==> src/rtl/hecc_pkg.sv <==
`default_nettype none

package hecc_pkg;

  localparam int unsigned ByteW     = 8;
  localparam int unsigned EccW      = 24;
  localparam int unsigned StatusW   = 2;
  localparam int unsigned BitIdxW   = 3;
  localparam int unsigned ColW      = 6;
  localparam int unsigned InDataW   = 32;
  localparam int unsigned OutDataW  = 40;

  localparam logic [ByteW-1:0] LastByteIdx = 8'hFF;

  // Operation selector carried in the slave-side tuser.
  localparam logic OpData  = 1'b0;
  localparam logic OpCheck = 1'b1;

  // Result kind carried in the master-side tuser.
  localparam logic KindGen   = 1'b0;
  localparam logic KindCheck = 1'b1;

  localparam logic [StatusW-1:0] StNone    = 2'd0;
  localparam logic [StatusW-1:0] StDataBit = 2'd1;
  localparam logic [StatusW-1:0] StEccBit  = 2'd2;
  localparam logic [StatusW-1:0] StUncorr  = 2'd3;

  typedef struct packed {
    logic [StatusW-1:0] status;
    logic [ByteW-1:0]   byte_addr;
    logic [BitIdxW-1:0] bit_idx;
  } chk_res_t;

  // Column parities CP0..CP5 of one byte.
  function automatic logic [ColW-1:0] column_bits(input logic [ByteW-1:0] b);
    logic [ColW-1:0] c;
    c[0] = ^(b & 8'h55);
    c[1] = ^(b & 8'hAA);
    c[2] = ^(b & 8'h33);
    c[3] = ^(b & 8'hCC);
    c[4] = ^(b & 8'h0F);
    c[5] = ^(b & 8'hF0);
    return c;
  endfunction

  // Builds the inverted three-byte code from the accumulated parities.
  function automatic logic [EccW-1:0] form_ecc(input logic [ByteW-1:0] line_idx,
                                               input logic             odd_cnt,
                                               input logic [ColW-1:0]  col);
    logic [ByteW-1:0] even_lp;
    logic [ByteW-1:0] hi;
    logic [ByteW-1:0] lo;
    even_lp = odd_cnt ? ~line_idx : line_idx;
    for (int k = 0; k < 4; k++) begin
      hi[7-2*k] = line_idx[7-k];
      hi[6-2*k] = even_lp[7-k];
      lo[7-2*k] = line_idx[3-k];
      lo[6-2*k] = even_lp[3-k];
    end
    return {~hi, ~lo, ~col, 2'b11};
  endfunction

endpackage

`default_nettype wire

==> src/rtl/nand_hamming_ecc_engine.sv <==
// Hamming ECC engine for 256-byte NAND blocks in the SmartMedia code layout.
// Slave stream: tuser selects the operation (0 data byte, 1 check). A data
// beat carries one byte of the block in tdata[7:0]; a check beat carries the
// three ECC bytes read from flash in tdata[31:8], byte0 uppermost.
// Master stream: one beat after the 256th byte of a block (tuser 0, the new
// code) and one beat for every check (tuser 1, status with the failing byte
// address and bit position when a single data bit is in error).
// Bytes 1 to 255 of a block produce no output beat.
// An accepted beat is registered in the input register, and its result is
// then registered in the output register, from which it is offered.
// Throughput is one beat per cycle while the output register is free or the
// beat produces no result, set by the single input register feeding the
// output register through the parity logic.
// When the receiver stalls, the output register holds its beat and one more
// beat waits in the input register; further beats are then refused. Data
// bytes that produce no result keep flowing during a stall.
// Reset clears the byte counter, the accumulators and the latched code (so a
// check before the first full block compares against zero) and empties both
// registers.
`default_nettype none

module nand_hamming_ecc_engine (
  input  wire logic                            clk_i,
  input  wire logic                            rst_ni,
  input  wire logic                            s_axis_tvalid,
  output logic                                 s_axis_tready,
  // tdata: data_byte [7:0], flash_ecc [31:8]
  input  wire logic [hecc_pkg::InDataW-1:0]    s_axis_tdata,
  // tuser: operation
  input  wire logic                            s_axis_tuser,
  output logic                                 m_axis_tvalid,
  input  wire logic                            m_axis_tready,
  // tdata: computed_ecc [23:0], check_status [25:24], error_byte_address [33:26],
  //        error_bit_index [36:34], zero [39:37]
  output logic [hecc_pkg::OutDataW-1:0]        m_axis_tdata,
  // tuser: result_kind
  output logic                                 m_axis_tuser
);

  logic                            in_vld_q;
  logic                            in_op_q;
  logic [hecc_pkg::ByteW-1:0]      in_byte_q;
  logic [hecc_pkg::EccW-1:0]       in_ecc_q;

  logic                            out_vld_q, out_vld_d;
  logic [hecc_pkg::EccW-1:0]       out_ecc_q, out_ecc_d;
  logic                            out_kind_q, out_kind_d;
  hecc_pkg::chk_res_t              out_res_q, out_res_d;

  logic                            last_byte;
  logic [hecc_pkg::EccW-1:0]       new_ecc;
  logic [hecc_pkg::EccW-1:0]       saved_ecc;
  hecc_pkg::chk_res_t              chk_res;
  logic                            produces;
  logic                            out_free;
  logic                            advance;
  logic                            in_take;

  assign produces = (in_op_q == hecc_pkg::OpCheck) || last_byte;
  assign out_free = !out_vld_q || m_axis_tready;
  assign advance  = in_vld_q && (!produces || out_free);
  assign in_take  = s_axis_tvalid && s_axis_tready;

  assign s_axis_tready = !in_vld_q || advance;

  hecc_gen u_gen (
    .clk_i       (clk_i),
    .rst_ni      (rst_ni),
    .byte_en_i   (advance && (in_op_q == hecc_pkg::OpData)),
    .data_byte_i (in_byte_q),
    .last_byte_o (last_byte),
    .new_ecc_o   (new_ecc),
    .saved_ecc_o (saved_ecc)
  );

  hecc_chk u_chk (
    .saved_ecc_i (saved_ecc),
    .flash_ecc_i (in_ecc_q),
    .res_o       (chk_res)
  );

  always_ff @(posedge clk_i or negedge rst_ni) begin
    if (!rst_ni) begin
      in_vld_q <= 1'b0;
    end else if (s_axis_tready) begin
      in_vld_q <= s_axis_tvalid;
    end
  end

  always_ff @(posedge clk_i) begin
    if (in_take) begin
      in_op_q   <= s_axis_tuser;
      in_byte_q <= s_axis_tdata[7:0];
      in_ecc_q  <= s_axis_tdata[31:8];
    end
  end

  always_comb begin
    out_vld_d  = out_vld_q;
    out_ecc_d  = out_ecc_q;
    out_kind_d = out_kind_q;
    out_res_d  = out_res_q;
    if (advance && produces) begin
      out_vld_d = 1'b1;
      if (in_op_q == hecc_pkg::OpCheck) begin
        out_ecc_d  = saved_ecc;
        out_kind_d = hecc_pkg::KindCheck;
        out_res_d  = chk_res;
      end else begin
        out_ecc_d  = new_ecc;
        out_kind_d = hecc_pkg::KindGen;
        out_res_d  = '0;
      end
    end else if (m_axis_tready) begin
      out_vld_d = 1'b0;
    end
  end

  always_ff @(posedge clk_i or negedge rst_ni) begin
    if (!rst_ni) begin
      out_vld_q <= 1'b0;
    end else begin
      out_vld_q <= out_vld_d;
    end
  end

  always_ff @(posedge clk_i) begin
    out_ecc_q  <= out_ecc_d;
    out_kind_q <= out_kind_d;
    out_res_q  <= out_res_d;
  end

  assign m_axis_tvalid = out_vld_q;
  assign m_axis_tuser  = out_kind_q;
  assign m_axis_tdata  = {3'b000, out_res_q.bit_idx, out_res_q.byte_addr,
                          out_res_q.status, out_ecc_q};

endmodule

`default_nettype wire

==> src/rtl/hecc_gen.sv <==
`default_nettype none

module hecc_gen (
  input  wire logic                        clk_i,
  input  wire logic                        rst_ni,
  input  wire logic                        byte_en_i,
  input  wire logic [hecc_pkg::ByteW-1:0]  data_byte_i,
  output logic                             last_byte_o,
  output logic [hecc_pkg::EccW-1:0]        new_ecc_o,
  output logic [hecc_pkg::EccW-1:0]        saved_ecc_o
);

  logic [hecc_pkg::ByteW-1:0] byte_cnt_q, byte_cnt_d;
  logic [hecc_pkg::ColW-1:0]  col_par_q, col_par_d;
  logic [hecc_pkg::ByteW-1:0] line_idx_q, line_idx_d;
  logic                       odd_cnt_q, odd_cnt_d;
  logic [hecc_pkg::EccW-1:0]  saved_ecc_q, saved_ecc_d;
  logic [hecc_pkg::ColW-1:0]  col_acc;
  logic [hecc_pkg::ByteW-1:0] line_acc;
  logic                       odd_acc;
  logic                       byte_odd;

  assign byte_odd    = ^data_byte_i;
  assign col_acc     = col_par_q ^ hecc_pkg::column_bits(data_byte_i);
  assign line_acc    = byte_odd ? (line_idx_q ^ byte_cnt_q) : line_idx_q;
  assign odd_acc     = odd_cnt_q ^ byte_odd;
  assign last_byte_o = (byte_cnt_q == hecc_pkg::LastByteIdx);
  assign new_ecc_o   = hecc_pkg::form_ecc(line_acc, odd_acc, col_acc);
  assign saved_ecc_o = saved_ecc_q;

  always_comb begin
    byte_cnt_d  = byte_cnt_q;
    col_par_d   = col_par_q;
    line_idx_d  = line_idx_q;
    odd_cnt_d   = odd_cnt_q;
    saved_ecc_d = saved_ecc_q;
    if (byte_en_i) begin
      if (last_byte_o) begin
        // The block is complete: latch the code and start the next block afresh.
        saved_ecc_d = new_ecc_o;
        byte_cnt_d  = '0;
        col_par_d   = '0;
        line_idx_d  = '0;
        odd_cnt_d   = 1'b0;
      end else begin
        byte_cnt_d  = byte_cnt_q + hecc_pkg::ByteW'(1);
        col_par_d   = col_acc;
        line_idx_d  = line_acc;
        odd_cnt_d   = odd_acc;
      end
    end
  end

  always_ff @(posedge clk_i or negedge rst_ni) begin
    if (!rst_ni) begin
      byte_cnt_q  <= '0;
      col_par_q   <= '0;
      line_idx_q  <= '0;
      odd_cnt_q   <= 1'b0;
      saved_ecc_q <= '0;
    end else begin
      byte_cnt_q  <= byte_cnt_d;
      col_par_q   <= col_par_d;
      line_idx_q  <= line_idx_d;
      odd_cnt_q   <= odd_cnt_d;
      saved_ecc_q <= saved_ecc_d;
    end
  end

endmodule

`default_nettype wire

==> src/rtl/hecc_chk.sv <==
`default_nettype none

module hecc_chk (
  input  wire logic [hecc_pkg::EccW-1:0] saved_ecc_i,
  input  wire logic [hecc_pkg::EccW-1:0] flash_ecc_i,
  output hecc_pkg::chk_res_t             res_o
);

  logic [hecc_pkg::EccW-1:0]  diff;
  logic [hecc_pkg::ByteW-1:0] d1, d2, d3;
  logic                       correctable;
  logic                       single_bit;

  assign diff = saved_ecc_i ^ flash_ecc_i;
  assign d1   = diff[23:16];
  assign d2   = diff[15:8];
  assign d3   = diff[7:0];

  // A single data bit error flips exactly one bit of every parity pair.
  assign correctable = (((d1 ^ (d1 >> 1)) & 8'h55) == 8'h55)
                    && (((d2 ^ (d2 >> 1)) & 8'h55) == 8'h55)
                    && (((d3 ^ (d3 >> 1)) & 8'h54) == 8'h54);
  assign single_bit  = (diff != '0) && ((diff & (diff - hecc_pkg::EccW'(1))) == '0);

  always_comb begin
    res_o = '0;
    priority if (diff == '0) begin
      res_o.status = hecc_pkg::StNone;
    end else if (correctable) begin
      res_o.status = hecc_pkg::StDataBit;
      for (int k = 0; k < 4; k++) begin
        res_o.byte_addr[7-k] = d1[7-2*k];
        res_o.byte_addr[3-k] = d2[7-2*k];
      end
      for (int k = 0; k < 3; k++) begin
        res_o.bit_idx[2-k] = d3[7-2*k];
      end
    end else if (single_bit) begin
      res_o.status = hecc_pkg::StEccBit;
    end else begin
      res_o.status = hecc_pkg::StUncorr;
    end
  end

endmodule

`default_nettype wire

==> config.mk <==
export PLATFORM = sky130hd
export DESIGN_NAME = nand_hamming_ecc_engine
export DESIGN_NICKNAME = d
export VERILOG_FILES = /design/src/rtl/hecc_pkg.sv /design/src/rtl/nand_hamming_ecc_engine.sv /design/src/rtl/hecc_gen.sv /design/src/rtl/hecc_chk.sv
export SDC_FILE = /design/constraint.sdc
export NUM_CORES = 1
export LEC_CHECK = 0
export ABC_AREA = 1
export BUFFER_PORTS_ARGS = -buffer_cell sky130_fd_sc_hd__clkbuf_2
export CAP_MARGIN = 20
export CORE_ASPECT_RATIO = 0.75
export CORE_MARGIN = 2
export CORE_UTILIZATION = 50
export DETAILED_ROUTE_END_ITERATION = 7
export PLACE_DENSITY_LB_ADDON = 0.08
export SYNTH_ARGS = -nofsm -noshare
export SYNTH_HDL_FRONTEND = slang
export SYNTH_SLANG_ARGS = --single-unit
export TNS_END_PERCENT = 1
==> constraint.sdc <==
create_clock -name clk_i -period 2.09 [get_ports clk_i]
set_input_delay 0.209 -clock clk_i [delete_from_list [all_inputs] [get_ports clk_i]]
set_output_delay 0.209 -clock clk_i [all_outputs]
set_load 0.05 [all_outputs]
## After elaboration in Yosys (flattened, before gate mapping)

Cells that the tools add are included.

- Register bits: 120
- Bits of input ports: 37
- Output and inout bits: 43
- Word-level logic and storage cells: 78

- Add/sub/neg operators: 2
- Equality and inequality tests: 4
- Muxes and demuxes: 12
- Bitwise logic cells: 14
- Reductions and logical operators: 29

Operators by type and width:

| operator | count |
|---|---|
| XOR reduction 8 bit | 7 |
| zero test 24 bit | 2 |
| two-way mux 8 bit | 4 |
| bitwise AND 24 bit | 1 |
| two-way mux 24 bit | 1 |
| inverter 8 bit | 3 |
| nonzero test 24 bit | 1 |
| subtractor 24 x 1 -> 24 bit (second input constant) | 1 |
| bitwise XOR 24 bit | 1 |
| bitwise XOR 7 bit | 3 |
| adder 8 x 1 -> 8 bit (second input constant) | 1 |
| == test 4 bit (second input constant) | 2 |
| == test 8 bit (second input constant) | 1 |
| bitwise XOR 8 bit | 1 |
| logical AND 1 bit | 7 |
| two-way mux 1 bit | 6 |
| two-way mux 6 bit | 1 |
| inverter 6 bit | 1 |
| OR reduction 3 bit | 2 |
| bitwise XOR 6 bit | 1 |
| logical OR 1 bit | 4 |
| == test 3 bit (second input constant) | 1 |
| zero test 1 bit | 3 |
| inverter 1 bit | 2 |
| other kinds (4) | 4 |

## Longest topological paths before layout

Gate-level depths: netlist of the first run.

- Depth in word-level cells: 7
- Mapped depth: 19
- Depth with buffers taken out: 19

## Modules after synthesis

A second synthesis of the first run with hierarchy kept.

- Cells, all modules: 870
- Area, all modules: 6910.4 µm²

By module, submodules not included:

| module | instances | cells an instance | area each (µm²) | seq. area each (µm²) |
|---|---|---|---|---|
| hecc_gen | 1 | 341 | 2705.1 | 1151.1 |
| nand_hamming_ecc_engine | 1 | 197 | 2695.1 | 2182.1 |
| hecc_chk | 1 | 332 | 1510.2 | 0.0 |

## Worst setup path after synthesis of the first run

Ideal clock, no wire load.

- Path type: flip-flop to flip-flop
- Start: register u_gen.byte_cnt_q[0] (netlist name)
- End: register in_byte_q[0] (netlist name) (enable)
- Library setup time: 0.388 ns
- Arrival time: 2.070 ns
- Required time: 1.702 ns
- Slack: -0.368 ns
- Stages on the path, launching flop included: 9
- Path buffers: 0
- Period minus slack after synthesis: 2.458 ns
- Cells stage by stage: dfrtp_1 ha_1 inv_1 nor3_2 nand2_1 nand2_1 nand4_1 nand2_1 inv_1

- Cells in the longest elaborated chain, start to end: 7

Ends and longest elaborated chain:

| element | line | source |
|---|---|---|
| start, declared | hecc_gen.sv:13 | `logic [hecc_pkg::ByteW-1:0] byte_cnt_q, byte_cnt_d;` |
| start signal, assigned | hecc_gen.sv:62 | `byte_cnt_q <= byte_cnt_d;` |
| == test 8 bit | hecc_gen.sv:27 | `assign last_byte_o = (byte_cnt_q == hecc_pkg::LastByteIdx);` |
| logical OR 1 bit | nand_hamming_ecc_engine.sv:59 | `assign produces = (in_op_q == hecc_pkg::OpCheck) \|\| last_byte;` |
| zero test 1 bit | nand_hamming_ecc_engine.sv:61 | `assign advance = in_vld_q && (!produces \|\| out_free);` |
| logical OR 1 bit | nand_hamming_ecc_engine.sv:61 |  |
| logical AND 1 bit | nand_hamming_ecc_engine.sv:61 |  |
| logical OR 1 bit | nand_hamming_ecc_engine.sv:64 | `assign s_axis_tready = !in_vld_q \|\| advance;` |
| via s_axis_tready | nand_hamming_ecc_engine.sv:26 | `output logic s_axis_tready,` |
| logical AND 1 bit | nand_hamming_ecc_engine.sv:62 | `assign in_take = s_axis_tvalid && s_axis_tready;` |
| via in_take | nand_hamming_ecc_engine.sv:57 | `logic in_take;` |
| end signal, assigned | nand_hamming_ecc_engine.sv:93 | `in_byte_q <= s_axis_tdata[7:0];` |
| end, declared | nand_hamming_ecc_engine.sv:42 | `logic [hecc_pkg::ByteW-1:0] in_byte_q;` |

The timed path passes the listed nets, and every way through them passes these cells.
A chain may end at the register's enable or synchronous reset.

## Worst setup path after layout of the first run

- Start: register in_ecc_q[11] (netlist name)
- End: register out_res_q (netlist bit m_axis_tdata[24]), data pin

- Cells in the longest elaborated chain, start to end: 7
- Elaborated cells on any way between the ends: 14
- Those cells by class: 1 x add/sub; 1 x eq/ne; 2 x mux; 3 x bitwise; 7 x reduce/logical

Ends and longest elaborated chain:

| element | line | source |
|---|---|---|
| start, declared | nand_hamming_ecc_engine.sv:43 | `logic [hecc_pkg::EccW-1:0] in_ecc_q;` |
| start signal, assigned | nand_hamming_ecc_engine.sv:94 | `in_ecc_q <= s_axis_tdata[31:8];` |
| bitwise XOR 24 bit * | hecc_chk.sv:14 | `assign diff = saved_ecc_i ^ flash_ecc_i;` |
| subtractor 24 x 1 -> 24 bit | hecc_chk.sv:23 | `assign single_bit = (diff != '0) && ((diff & (diff - hecc_pkg::EccW'(1))) == '0);` |
| bitwise AND 24 bit | hecc_chk.sv:23 |  |
| zero test 24 bit | hecc_chk.sv:23 |  |
| logical AND 1 bit | hecc_chk.sv:23 |  |
| two-way mux 1 bit | hecc_chk.sv:38 | `end else if (single_bit) begin` |
| two-way mux 1 bit | hecc_chk.sv:29 | `end else if (correctable) begin` |
| end signal, assigned | nand_hamming_ecc_engine.sv:130 | `out_res_q <= out_res_d;` |
| end, declared | nand_hamming_ecc_engine.sv:48 | `hecc_pkg::chk_res_t out_res_q, out_res_d;` |

Every way passes the cells marked *; elsewhere a longest branch is shown, timed or not.

==> metrics.cfg, run 1 <==
[critical_path]
worst_r2r_path_depth=15
cpPeakStageDelay_ns=0.41
path_delay_family=simple AND/OR/NAND/NOR gates
rr_endpoint=m_axis_tdata[24]
crit_required_ns=2.25
critPathArrivalTime_ns=2.33
cp-startpoint=in_ecc_q[11]
worstReg2RegStart=in_ecc_q[11]
reg2reg_setup_slack_ns=-0.08
crit_top_cell=nand2_1
cp_slowest_cell=edfxtp_1
cp.depth=15
crit_path_max_fanout=3
cp-start-kind=flop
crit_buf_inv=2
critPathCaptureType=flop
critPathKind=reg -> reg
worstPathCellList=inv_1 -> nand2_1 -> nand2_1 -> ha_4 -> nand3b_1 -> nand2_1 -> buf_4 -> a21oi_1 -> nand2_1 -> nand2_2 -> nand3_2 -> nand2_2 -> nand3_1 -> nor2_1 -> nor2_1

[final_layout]
fillCellCount=905
area_growth_pct=39.6
multi_input_area_mm2=0.00269
antenna_cells=0
layoutNonFillerInstCount=1123
layout.nets=994
fin_area_mm2=0.00868
regArea_mm2=0.00330
final_common_cell=nand2_1
drive_gt1_share_pct=26.6
mostFrequentLayoutCells=nand2_1, buf_4, inv_1, clkbuf_2, edfxtp_1

[grt]
gr-usage-all-layers_pct=28.9
grt_max_degree=49
first_global_vias=5818
antenna_found_initial=0
grt_overflow=0
grt_first_pass_wirelength_um=29200

[floorplanning]
core-area_mm2=0.0122
initial_core_util_pct=50.9
die-area_mm2=0.0134
rows=35
die_height_um=101
die_x_um=133
num_io_pins=80

[sta]
fin_ws_ns=-0.0796
finalMaxSlewViolations=0
timing.slew.headroom_pct=56.0
grt_setup_unrepaired=true
fmax_mhz=461
period_minus_slack_ns=2.17
tightest_slew_ns=0.660
finalCritPeriodShare_pct=104
clock_skew_ns=0.0130
hold_viol=0
setup_viol=2

[synthesis]
ys_seq_elements=118
synthXorXnorAreaFrac_pct=6.72
yosysTopAreaCell=edfxtp_1
synth.area.mux_share_pct=0
yosysWarnings=0
syn_area_mm2=0.00622
synth_top_cells_by_area=edfxtp_1, dfrtp_1, nand2_1
synthSimpleGateAreaFrac_pct=25.1
synth_compound_area_share_pct=5.29
synth_fa_ha_area_share_pct=2.62
synth-seq-area-share_pct=53.1
synth_area_per_cell_um2=8.44
synthCells=737
synth_cell_types=32
synth_top_cell_area_share_pct=33.8
synth_top_family_by_area=simple AND/OR/NAND/NOR gates

[status]
violations=negative setup slack
status=finished with violations

[detailed_routing]
vias_per_cell=4.94
route.vias.total=5549
drc=0
avgRoutedWirePerCell_um=15.8
routed_wl_um=17700
ant_nets=0
dr.pass1.iters=6
drtIter0Drc=384

[pwr]
p_leak_uw=0.00423
ir_drop_v=0.000628
p_total_uw=9260
p_per_area_mw_per_mm2=1070

[clock_tree]
clk_latency_ns=0.41
cts_root_buf=clkbuf_16
cts_tree=built
clock_sinks=118
cts_max_level=4
clk_path_buf_depth=2
numCtsBuffers=17
path_clk_slew_ns=0.06

[placement]
gp_congestion=0.945
dpl.hpwl_um=12700
portBuffers=76
place_area_mm2=0.00747
dp_cells=1055

[worst_hold_path]
hold_path_class=in -> reg
hold_depth=3
holdCritStartpoint=s_axis_tvalid
hold_end=in_vld_q

[job]
cap_violations=0

## synth_stat cells
cell type / n
buf_4: 4
xnor2_1: 15
nand2_1: 283
nand3_1: 31
nand4_1: 3
buf_1: 1
nor3b_2: 1
nand3_2: 1
nand3b_1: 2
conb_1: 1
a21oi_1: 8
buf_6: 2
xor2_1: 24
o21ai_0: 49
nand2_2: 3
nor3_1: 5
nor2_1: 59
nor4b_1: 1
clkbuf_1: 5
ha_1: 13
inv_1: 90
dfrtp_1: 48
edfxtp_1: 70
xor2_4: 1
o21a_1: 1
o22ai_1: 3
xnor2_2: 3
buf_2: 3
nor2_2: 1
inv_2: 3
nor3_2: 1
o21ai_2: 2
## area by class of cell
class / instances / area share (%)
timing repair buffer: 201 / 17.0
multi-input combinational: 513 / 31.0
tap: 166 / 2.39
clock inverter: 15 / 2.61
clock buffer: 17 / 4.90
sequential: 118 / 38.0
inverter: 93 / 4.08
## registers in the layout, indices dropped and copies added, names as in the netlist
signal,flops
u_gen.odd_cnt_q,1
m_axis_tdata,13
m_axis_tvalid,1
u_gen.saved_ecc_o,23
u_gen.line_idx_q,8
in_byte_q,8
in_ecc_q,24
in_op_q,1
out_ecc_q,23
u_gen.col_par_q,6
m_axis_tuser,1
u_gen.byte_cnt_q,8
in_vld_q,1
## metrics by stage
stage	setup slack [ns]	TNS [ns]	util (%)	hold WS, ns
detailed placement	-0.126	-0.542	61.1	0.369
finish	-0.0796	-0.127	71.1	0.0221
CTS	-0.0240	-0.0588	70.3	0.00257
global placement	-0.105	-0.105	61.1	0.366
floorplan	-0.368	-12.14	-	-0.0866
global route	-0.285	-4.94	71.1	0.0136
## per-layer routing
metal  part of all wire (%)  up-vias  GRT usage, %
met2                     47      193          47.7
met1                     45     2608          38.1
met3                    6.4       14          6.13
met4                    1.4        0          10.5
met5                      0        -             0
li1                       -     2734             -
## cell families (layout without fill, tap and decap cells)
kind of cell | count (synthesis) | in the layout
xor+xnor | 43 | 43
other cells | 1 | 3
fa+ha+maj | 13 | 13
compound gates | 63 | 63
flops | 118 | 118
simple gates | 391 | 391
buf+inv | 108 | 326
## power breakdown
part	switching, uW	internal, uW
Sequential	280	2890
Combinational	1740	1120
Clock	1110	2120
Total	3130	6130
## worst max-delay path by stage
| stage | to | slack [ns] |
|---|---|---|
| after floorplan | in_byte_q[0] | -0.37 |
| after global routing | m_axis_tdata[24] | -0.29 |
| final | m_axis_tdata[24] | -0.08 |
| after CTS | m_axis_tdata[24] | -0.02 |
| after global placement | m_axis_tdata[24] | -0.10 |
| after detailed placement | m_axis_tdata[24] | -0.13 |
## worst reg2reg max path, cell delays in order, from the launching register on
cell and delay, ns:
edfxtp_1 0.41, inv_1 0.09, nand2_1 0.06, nand2_1 0.14, ha_4 0.16, nand3b_1 0.11, nand2_1 0.08, buf_4 0.14
a21oi_1 0.11, nand2_1 0.11, nand2_2 0.10, nand3_2 0.07, nand2_2 0.09, nand3_1 0.08, nor2_1 0.14, nor2_1 0.05
## timing repair
item | CTS | global route
endpoints found under the hold margin | 80 | 0
pin swaps | 12 | 0
setup buffers | 3 | 0
gates resized for setup | 23 | 26
setup endpoints to repair | 27 | 54
hold buffers | 33 | 0
Power figures use the tool's default switching activity.
==> inputs of run 2 (changes only) <==
- ABC_AREA: 1 -> unset
- GPL_ROUTABILITY_DRIVEN: unset -> 0
==> metrics.cfg, run 2 <==
[status]
status=finished with violations
violations=negative setup slack

[grt]
grt_max_degree=49
first_global_vias=4677
grt_overflow=0
gr-usage-all-layers_pct=24.8
antenna_found_initial=0
grt_first_pass_wirelength_um=23500

[clock_tree]
cts_max_level=4
clock_sinks=118
cts_tree=built
path_clk_slew_ns=0.06
cts_root_buf=clkbuf_16
clk_latency_ns=0.41
clk_path_buf_depth=2
numCtsBuffers=17

[synthesis]
synth_top_cells_by_area=edfxtp_1, dfrtp_1, xnor2_1
synth_top_cell_area_share_pct=36.4
synth_most_common_cell=edfxtp_1
synth_edf_count=70
yosysWarnings=0
synthArstFlopShare_pct=40.7
syn_area_mm2=0.00577
synth_top_flop_cell=edfxtp_1
synth-seq-area-share_pct=57.2
synth_cell_types=50
synth_area_per_cell_um2=11.9
synth_common_cells=edfxtp_1, dfrtp_1, nand2_1, xnor2_1, o21ai_0
ys_seq_elements=118
synthCells=486
yosysTopAreaCell=edfxtp_1

[detailed_routing]
avgRoutedWirePerCell_um=17.3
routed_wl_um=14800
dr.pass1.iters=5
drtIter0Drc=395
wl_met1_um=6470
vias_per_cell=5.36
ant_nets=0
route.vias.total=4574
drc=0
wl_met2_um=7110
wl_met3_um=979
top_layer_used=met4

[critical_path]
cp-start-kind=flop
cp_slowest_cell=or4_4
crit_buf_inv=0
crit_path_max_fanout=3
crit_required_ns=2.25
worstPathCellList=or3_4 -> a2111oi_4 -> and4_4 -> a31oi_1 -> or4_4 -> a2111oi_4 -> a21oi_1
cpPeakStageDelay_ns=0.55
critPathArrivalTime_ns=2.87
path_delay_family=simple AND/OR/NAND/NOR gates
critPathKind=reg -> reg
critPathCaptureType=flop
crit_top_cell=a2111oi_4

[sta]
finalMaxSlewViolations=0
clock_skew_ns=0.00841
tightest_slew_ns=0.656
setup_viol=12
setup_tns_ns=-2.02
grt_setup_unrepaired=true
fmax_mhz=368
fin_ws_ns=-0.625
hold_viol=0
period_minus_slack_ns=2.71
whs_ns=0.0252
timing.slew.headroom_pct=55.7
finalCritPeriodShare_pct=130

[final_layout]
fillCellCount=735
mostFrequentLayoutCells=buf_4, clkbuf_2, edfxtp_1, dfrtp_1, nand2_1
drive_gt1_share_pct=39.4
final_util_pct=73.9
antenna_cells=0
area_growth_pct=42.2
layout.nets=751
largest_reg_flops=24
top_register=in_ecc_q
final_common_cell=buf_4

[floorplanning]
die_x_um=128
initial_core_util_pct=52.0
num_io_pins=80
rows=33
die_height_um=97.0
die-area_mm2=0.0124
core-area_mm2=0.0111

[job]
cap_violations=0

[pwr]
p_leak_uw=0.00356
p_per_area_mw_per_mm2=1000
ir_drop_v=0.000819

[worst_hold_path]
hold_path_class=in -> reg

[placement]
portBuffers=76
dpl.hpwl_um=9780

-- run 2: path summary, 6_finish.rpt --
check                                      from                    end  slack [ns]  cells after the start
setup reg to reg           u_gen.saved_ecc_o[1]       m_axis_tdata[24]       -0.62                      7
min in group asynchronous                rst_ni     u_gen.col_par_q[5]        0.45                      3
setup / recovery           u_gen.saved_ecc_o[1]       m_axis_tdata[24]       -0.62                      7
hold / removal                     s_axis_tuser                in_op_q        0.03                      1
max in group asynchronous                rst_ni  u_gen.saved_ecc_o[21]        1.18                      3
hold reg to reg              u_gen.col_par_q[0]     u_gen.col_par_q[0]        0.51                      1
-- run 2: cell families (layout without fill, tap and decap cells) --
group	Yosys count	in the layout	synth area share, %
xor+xnor	75	75	11.6
buf+inv	34	260	2.47
mux	28	28	5.46
flops	118	118	57.2
fa+ha+maj	13	13	2.82
compound gates	92	92	10.3
other cells	1	3	0.0650
simple gates	125	125	10.0
-- run 2: what timing repair did --
action                     4_1_cts  5_1_grt
setup endpoints to repair       40       48
gates resized for setup         19       16
buffers inserted                 3        1
hold buffers                    33        0
pin swaps                        9       12
hold endpoints to repair        80        0
-- run 2: layout make-up --
cell class,count,area [um^2],area share (%)
Timing Repair Buffer,215,1570,19.1
Clock inverter,15,119,1.45
Tap cell,140,175,2.13
Sequential cell,118,3300,40.3
Multi-Input combinational cell,336,2560,31.3
Clock buffer,17,425,5.18
Inverter,13,48.8,0.595
-- run 2: routing by layer --
layer  vias to the layer above  global-route usage [%]
li1                       2170                       -
met2                       180                    39.4
met5                         -                       0
met3                        24                    6.58
met1                      2200                    32.7
met4                         0                    9.55
-- run 2: stage by stage --
stage / total power, uW / cells / area [um^2] / worst slack [ns]
detailed placement: 5420 / 785 / 7110 / -0.593
CTS: 8210 / 853 / 8090 / -0.523
floorplan: 4680 / 488 / 5830 / -0.485
global placement: 5370 / 785 / 7110 / -0.551
finish: 8240 / 854 / 8210 / -0.625
global route: 8630 / 854 / 8210 / -0.731
-- run 2: where the power goes --
part / total (uW) / switching (uW) / leakage (uW) / internal [uW]
Clock: 2690 / 1150 / 0.000258 / 1540
Sequential: 3130 / 272 / 0.00130 / 2860
Combinational: 2420 / 1380 / 0.00201 / 1040
